### src/design/rtcbcd_pkg.sv
// types, constants and conversion helpers for the rtc bcd time codec
// no dependencies
`timescale 1ns / 1ps

package rtcbcd_pkg;

  typedef enum logic {
    OP_ENCODE = 1'b0,
    OP_DECODE = 1'b1
  } rtcbcd_op_t;

  localparam logic [11:0] YEAR_MIN    = 12'd2000;
  localparam logic [11:0] YEAR_MAX    = 12'd2099;
  localparam logic [3:0]  MONTH_MIN   = 4'd1;
  localparam logic [3:0]  MONTH_MAX   = 4'd12;
  localparam logic [3:0]  MONTH_MARCH = 4'd3;
  localparam logic [4:0]  DAY_MIN     = 5'd1;
  localparam logic [4:0]  HOUR_MAX    = 5'd23;
  localparam logic [5:0]  MINSEC_MAX  = 6'd59;

  // weekday sum is taken relative to a leap-cycle aligned year;
  // the dropped part of the sum leaves this remainder mod 7
  localparam logic [11:0] WDAY_BASE_YEAR = 12'd1996;
  localparam logic [7:0]  WDAY_BIAS      = 8'd2;

  localparam logic [7:0] MASK_MINSEC = 8'h7F;
  localparam logic [7:0] MASK_HRDAY  = 8'h3F;
  localparam logic [7:0] MASK_MONTH  = 8'h1F;
  localparam logic [7:0] MASK_WDAY   = 8'h07;

  typedef struct packed {
    rtcbcd_op_t   operation;
    logic [11:0]  year;
    logic [3:0]   month;
    logic [4:0]   day;
    logic [4:0]   hour;
    logic [5:0]   minute;
    logic [5:0]   second;
    logic [55:0]  reg_image;
  } rtcbcd_req_t;

  typedef struct packed {
    logic         status;
    logic [55:0]  image_out;
    logic [11:0]  year_out;
    logic [4:0]   month_out;
    logic [5:0]   day_out;
    logic [5:0]   hour_out;
    logic [6:0]   minute_out;
    logic [6:0]   second_out;
    logic [2:0]   weekday_out;
  } rtcbcd_rsp_t;

  // two bcd digits of a value below 100; tens by reciprocal multiply
  function automatic logic [7:0] rtcbcd_bin2bcd(input logic [6:0] v);
    logic [13:0] prod;
    logic [3:0]  tens;
    logic [6:0]  ones;
    prod = 14'(v) * 14'd103;
    tens = prod[13:10];
    ones = v - (7'({tens, 3'b000}) + 7'({tens, 1'b0}));
    return {tens, ones[3:0]};
  endfunction

  // high digit times ten plus low digit, digits unchecked
  function automatic logic [7:0] rtcbcd_bcd2bin(input logic [7:0] b);
    return {b[7:4], 3'b000} + {2'b00, b[7:4], 1'b0} + {4'b0000, b[3:0]};
  endfunction

  // 8 is 1 mod 7, so fold octal digits then fix up
  function automatic logic [2:0] rtcbcd_mod7(input logic [7:0] s);
    logic [4:0] a;
    logic [3:0] b;
    logic [3:0] c;
    a = 5'(s[7:6]) + 5'(s[5:3]) + 5'(s[2:0]);
    b = 4'(a[4:3]) + 4'(a[2:0]);
    c = 4'(b[3]) + 4'(b[2:0]);
    return (c >= 4'd7) ? 3'(c - 4'd7) : c[2:0];
  endfunction

  // sakamoto month offsets, january first
  function automatic logic [2:0] rtcbcd_month_offset(input logic [3:0] m);
    logic [2:0] off;
    case (m)
      4'd1:    off = 3'd0;
      4'd2:    off = 3'd3;
      4'd3:    off = 3'd2;
      4'd4:    off = 3'd5;
      4'd5:    off = 3'd0;
      4'd6:    off = 3'd3;
      4'd7:    off = 3'd5;
      4'd8:    off = 3'd1;
      4'd9:    off = 3'd4;
      4'd10:   off = 3'd6;
      4'd11:   off = 3'd2;
      4'd12:   off = 3'd4;
      default: off = 3'd0;
    endcase
    return off;
  endfunction

endpackage

### src/design/rtcbcd_stream_if.sv
// valid/ready channel carrying one payload struct per request
// payload type is given by the instantiating scope
`timescale 1ns / 1ps

interface rtcbcd_stream_if #(parameter type payload_t = logic);
  logic     valid;
  logic     ready;
  payload_t payload;

  modport source (output valid, output payload, input ready);
  modport sink   (input valid, input payload, output ready);
endinterface

### src/design/rtc_bcd_time_codec_unit.sv
// rtc bcd time codec top level: input register, conversion logic, result register
// depends on rtcbcd_pkg and rtcbcd_stream_if
`timescale 1ns / 1ps

// Usage
//   req carries one conversion request: operation selects encode (calendar
//   fields to a seven-byte bcd register image with weekday) or decode
//   (register image to binary fields). rsp carries one result per request.
//   Both channels move a request when valid and ready are high at a clock edge.
// Pipeline and throughput
//   two registers deep: a request is captured in the input register at the
//   accepting edge, converted by combinational logic and loaded into the
//   result register when that register is empty or being drained, which
//   raises rsp.valid. One request per cycle is taken when rsp is not stalled.
// Stall behavior
//   a result held on rsp stays stable until taken; the input register still
//   takes one more request meanwhile, then req.ready drops until rsp moves.
// Reset
//   rst (synchronous, active high) empties both registers; no result is
//   presented and req.ready is high in the first cycle after reset.
// Encode errors
//   out-of-range fields give status 1 with a zero image; decoded fields are
//   zero on encode, and status and image are zero on decode.
module rtc_bcd_time_codec_unit (
  input logic           clk,
  input logic           rst,
  rtcbcd_stream_if.sink   req,
  rtcbcd_stream_if.source rsp
);
  import rtcbcd_pkg::*;

  // pipeline registers
  logic        s1_valid;
  rtcbcd_req_t s1_req;
  logic        s2_valid;
  rtcbcd_rsp_t out_data;

  // handshake
  logic rsp_load;

  // conversion results
  rtcbcd_rsp_t result;
  logic        enc_ok;
  logic [11:0] year_rel;
  logic [6:0]  wday_year;
  logic [7:0]  wday_sum;
  logic [2:0]  wday;
  logic [7:0]  yr_bin;

  // result register loads when it is empty or being drained
  assign rsp_load  = s1_valid && (!s2_valid || rsp.ready);
  assign req.ready = !s1_valid || rsp_load;

  assign rsp.valid   = s2_valid;
  assign rsp.payload = out_data;

  always_ff @(posedge clk) begin
    if (rst) begin
      s1_valid <= 1'b0;
      s2_valid <= 1'b0;
    end else begin
      if (req.ready) begin
        s1_valid <= req.valid;
      end
      if (rsp_load) begin
        s2_valid <= 1'b1;
      end else if (rsp.ready) begin
        s2_valid <= 1'b0;
      end
    end
  end

  always_ff @(posedge clk) begin
    if (req.valid && req.ready) begin
      s1_req <= req.payload;
    end
    if (rsp_load) begin
      out_data <= result;
    end
  end

  always_comb begin
    result = '0;

    // encode range check; month lengths are not checked
    enc_ok = (s1_req.year >= YEAR_MIN) && (s1_req.year <= YEAR_MAX) &&
             (s1_req.month >= MONTH_MIN) && (s1_req.month <= MONTH_MAX) &&
             (s1_req.day >= DAY_MIN) && (s1_req.hour <= HOUR_MAX) &&
             (s1_req.minute <= MINSEC_MAX) && (s1_req.second <= MINSEC_MAX);

    // weekday: january and february count in the previous year
    year_rel  = s1_req.year - WDAY_BASE_YEAR -
                ((s1_req.month < MONTH_MARCH) ? 12'd1 : 12'd0);
    wday_year = year_rel[6:0];
    wday_sum  = WDAY_BIAS + 8'(wday_year) + 8'(wday_year[6:2]) +
                8'(rtcbcd_month_offset(s1_req.month)) + 8'(s1_req.day);
    wday      = rtcbcd_mod7(wday_sum);

    yr_bin = rtcbcd_bcd2bin(s1_req.reg_image[55:48]);

    if (s1_req.operation == OP_ENCODE) begin
      if (enc_ok) begin
        result.image_out = {rtcbcd_bin2bcd(7'(s1_req.year - YEAR_MIN)),
                            rtcbcd_bin2bcd(7'(s1_req.month)),
                            rtcbcd_bin2bcd(7'(s1_req.day)),
                            5'b00000, wday,
                            rtcbcd_bin2bcd(7'(s1_req.hour)),
                            rtcbcd_bin2bcd(7'(s1_req.minute)),
                            rtcbcd_bin2bcd(7'(s1_req.second))};
      end else begin
        result.status = 1'b1;
      end
    end else begin
      result.year_out    = YEAR_MIN + 12'(yr_bin);
      result.month_out   = 5'(rtcbcd_bcd2bin(s1_req.reg_image[47:40] & MASK_MONTH));
      result.day_out     = 6'(rtcbcd_bcd2bin(s1_req.reg_image[39:32] & MASK_HRDAY));
      result.hour_out    = 6'(rtcbcd_bcd2bin(s1_req.reg_image[23:16] & MASK_HRDAY));
      result.minute_out  = 7'(rtcbcd_bcd2bin(s1_req.reg_image[15:8] & MASK_MINSEC));
      result.second_out  = 7'(rtcbcd_bcd2bin(s1_req.reg_image[7:0] & MASK_MINSEC));
      result.weekday_out = 3'(s1_req.reg_image[31:24] & MASK_WDAY);
    end
  end

endmodule

### src/flat_wrapper.sv
// flat-port wrapper written by rule: the top's interface ports become plain ports
module rtc_bcd_time_codec_unit_flat import rtcbcd_pkg::*;
  (clk, rst, req_valid, req_payload, req_ready, rsp_valid, rsp_payload, rsp_ready);
  rtcbcd_stream_if #(.payload_t(rtcbcd_req_t)) req_i ();
  rtcbcd_stream_if #(.payload_t(rtcbcd_rsp_t)) rsp_i ();
  input logic clk;
  input logic rst;
  input wire logic [$bits(req_i.valid)-1:0] req_valid;
  input wire logic [$bits(req_i.payload)-1:0] req_payload;
  output wire logic [$bits(req_i.ready)-1:0] req_ready;
  output wire logic [$bits(rsp_i.valid)-1:0] rsp_valid;
  output wire logic [$bits(rsp_i.payload)-1:0] rsp_payload;
  input wire logic [$bits(rsp_i.ready)-1:0] rsp_ready;
  assign req_i.valid = req_valid;
  assign req_i.payload = req_payload;
  assign req_ready = req_i.ready;
  assign rsp_valid = rsp_i.valid;
  assign rsp_payload = rsp_i.payload;
  assign rsp_i.ready = rsp_ready;
  rtc_bcd_time_codec_unit u_core (.clk(clk), .rst(rst), .req(req_i), .rsp(rsp_i));
endmodule
### config.mk
export PLATFORM = sky130hd
export DESIGN_NAME = rtc_bcd_time_codec_unit_flat
export DESIGN_NICKNAME = d
export VERILOG_FILES = /design/src/design/rtcbcd_pkg.sv /design/src/design/rtcbcd_stream_if.sv /design/src/design/rtc_bcd_time_codec_unit.sv /design/src/flat_wrapper.sv
export SDC_FILE = /design/constraint.sdc
export NUM_CORES = 1
export LEC_CHECK = 0
export BUFFER_PORTS_ARGS = -buffer_cell sky130_fd_sc_hd__buf_2
export CAP_MARGIN = 20
export CORE_AREA = 2 2 194 148
export CTS_BUF_LIST = sky130_fd_sc_hd__clkbuf_16
export CTS_CLUSTER_DIAMETER = 60
export CTS_CLUSTER_SIZE = 28
export DETAILED_ROUTE_END_ITERATION = 7
export DIE_AREA = 0 0 196 150
export MAX_ROUTING_LAYER = met4
export PLACE_DENSITY = 0.77
export SYNTH_ARGS = -nofsm -noshare
export SYNTH_HDL_FRONTEND = slang
export SYNTH_SLANG_ARGS = --single-unit
### constraint.sdc
create_clock -name clk -period 8.3 [get_ports clk]
set_input_delay 0.415 -clock clk [delete_from_list [all_inputs] [get_ports clk]]
set_output_delay 0.415 -clock clk [all_outputs]
set_load 0.1 [all_outputs]
==> flow_metrics.py <==
metrics = {
    "run_status": {
        "status": "completed",
    },
    "worst_setup_path": {
        "critPathLaunchType": "register",
        "critical_path.startpoint": "u_core.s1_req[79]",
        "r2r_start": "u_core.s1_req[79]",
        "max_stage_delay_ps": 560,
        "crit_type": "reg -> reg",
        "required_ps": 8470,
        "arrival_ps": 7990,
        "crit_fanout": 5,
        "cp_common_cell": "ha_1",
        "crit_path_end_kind": "register",
        "cp_slowest_cell": "fa_1",
    },
    "synth": {
        "synthSimpleGateAreaFrac": 0.0867,
        "synthAdderAreaFrac": 0.324,
        "ys.flop_type": "edfxtp_1",
        "yosysWarnings": 0,
        "synthXorXnorAreaFrac": 0.0483,
        "async_flop_share": 0,
        "yosysMostFrequentCell": "ha_1",
        "synth_compound_area_frac": 0.0563,
        "netlist_top_cells_area": "edfxtp_1 42%, ha_1 24%, fa_1 8.5%",
        "syn-mean-instance-area_um2": 12.5,
        "postSynthCellCount": 983,
        "yosysUniqueCellTypes": 54,
        "synth_top_family_by_area": "adder cells",
        "synthTopCellsByCount": "234 x ha_1, 170 x edfxtp_1, 126 x inv_1",
        "yosysSeqAreaShare": 0.425,
        "yosys.area.top_type": "edfxtp_1",
        "synth-seq-cells": 175,
        "yosysTopAreaCellShare": 0.417,
        "synth_edf_count": 170,
        "synth.area.mux_share": 0.00664,
        "syn_area_um2": 12300,
    },
    "cells_and_area": {
        "drive_gt1_frac": 0.220,
        "area_delta_synth_final_pct": 15.5,
        "fin_area_um2": 14200,
        "fillCellCount": 2394,
        "register_area_um2": 5200,
        "nNetsFinal": 1563,
        "multi_input_area_um2": 6460,
    },
    "route": {
        "drc_errors": 0,
        "firstDrtPassIters": 5,
        "wl_mm": 24.5,
        "vias": 7506,
        "wl_per_cell_um": 15.8,
        "drt_iter0_drc": 283,
        "detail_route.vias_per_cell": 4.84,
        "ant_nets": 0,
    },
    "floorplan": {
        "start_util": 0.444,
        "die_h_um": 150,
        "placementRows": 53,
        "core_area_um2": 27600,
        "die_x_um": 196,
        "io_pins": 204,
        "dieArea_um2": 29400,
    },
    "power": {
        "ir_worst_vdd_uv": 423,
        "p_total_mw": 4.58,
        "p_per_area_nw_per_um2": 324,
        "leakage_nw": 6.63,
    },
    "hold_path": {
        "hp-class": "in -> reg",
        "hp-start": "req_payload[40]",
    },
    "timing": {
        "fin_skew_ps": 12.4,
        "timing.slew.headroom": 0.310,
        "period_needed_ps": 7820,
        "finalWorstSetupSlack_ps": 481,
        "worstMarginPinSlew_ps": 1040,
        "max_freq_mhz": 128,
        "setup_viol": 0,
        "hold_viol_final": 0,
        "min_period_over_period": 0.942,
        "drv_slew": 0,
    },
    "grt": {
        "grt_pass1_wl_mm": 39.5,
        "grt_overflow": 0,
        "first_global_vias": 7821,
        "groute.usage.overall": 0.181,
        "grt_start_max_net_pins": 72,
        "antenna_found_initial": 1,
    },
    "placement": {
        "pre_cts_slack_ps": 346,
        "io_buffers": 175,
        "finalWeightedCongestion": 0.848,
        "dp_hpwl_mm": 19.1,
        "detailed_place.area_um2": 13500,
    },
    "run": {
        "drv_cap": 0,
    },
    "clocking": {
        "hold_buffers": 0,
        "numClockSinks": 175,
        "clk_pin_slew_worst_paths_ps": 80,
        "cts_root_buffer": "clkbuf_16",
        "cts_tree": "yes",
        "clockBufferDepth": 2,
        "htree_levels": 4,
        "clock_latency_ps": 440,
        "numCtsBuffers": 17,
    },
}
## timing repair
action,CTS,global route
setup buffers,0,6
gates resized for setup,0,3
endpoints found under the setup margin,0,2
## flip-flops by register name (all words and copies together), names as in the netlist, named ones only
| name | flops |
|---|---|
| u_core.s1_req | 81 |
| u_core.s1_valid | 1 |
| u_core.rsp.payload | 89 |
| u_core.rsp.valid | 1 |
## report_power, final
part	internal (mW)	switching (mW)	total (mW)
logic	1.15	1.56	2.70
registers	1.03	0.0323	1.06
clock network	0.408	0.411	0.818
total	2.58	2.00	4.58
## path summary, 6_finish.rpt
check	endpoint	slack (ps)	depth (start not counted)
max	u_core.rsp.payload[70]	480	33
min reg2reg	u_core.rsp.payload[34]	530	1
min	u_core.s1_req[40]	150	1
max reg2reg	u_core.rsp.payload[70]	480	33
## worst max-delay path: cells and delay by family, from the launching register on
kind	cells	cell delay (ps)
flip-flops	1	480
XOR/XNOR	3	530
AND/OR/NAND/NOR	2	180
buffers and inverters	5	290
adder cells (fa/ha/maj)	15	4920
AO/OA/AOI/OAI	8	1150
## layout make-up
type,count,share of cell area
tap,357,0.0316
clock inverter,15,0.0116
timing repair buffer,187,0.0682
sequential,175,0.368
clock buffer,17,0.0301
inverter,127,0.0338
multi-input combinational,670,0.457
antenna,2,0.000354
## cell families after synthesis
group / Yosys count
adders and majority gates: 286
buffers and inverters: 151
AOI/OAI and AO/OA: 105
muxes: 8
DFF: 175
xor gates and xnor gates: 66
other: 1
and+or+nand+nor: 191
## cell usage in the layout, fill, tap and decap left out, drive strengths merged, types with 7 or more instances in the layout
| cell type | count |
|---|---|
| xnor2 | 36 |
| and2 | 33 |
| nand2 | 24 |
| fa | 52 |
| a21oi | 39 |
| mux2i | 7 |
| clkbuf | 17 |
| a21o | 17 |
| and3b | 7 |
| buf | 187 |
| conb | 14 |
| inv | 137 |
| nor2 | 67 |
| o21ai | 12 |
| edfxtp | 170 |
| xor2 | 29 |
| ha | 234 |
| nor2b | 24 |
| a31oi | 10 |
## metrics by stage
stage	instances	setup TNS, ps	util	hold slack (ps)
2_1_floorplan	996	0	-	478
3_3_place_gp	1510	0	0.490	504
3_5_place_dp	1510	0	0.490	513
4_1_cts	1542	0	0.511	114
5_1_grt	1549	-125	0.513	115
6_report	1550	0	0.513	145
## per-layer routing
layer,global-route usage,share of wire
met1,0.227,0.47
met2,0.298,0.49
met3,0.0370,0.032
met4,0.0496,0.013
met5,-,0
Power figures use the tool's default switching activity.
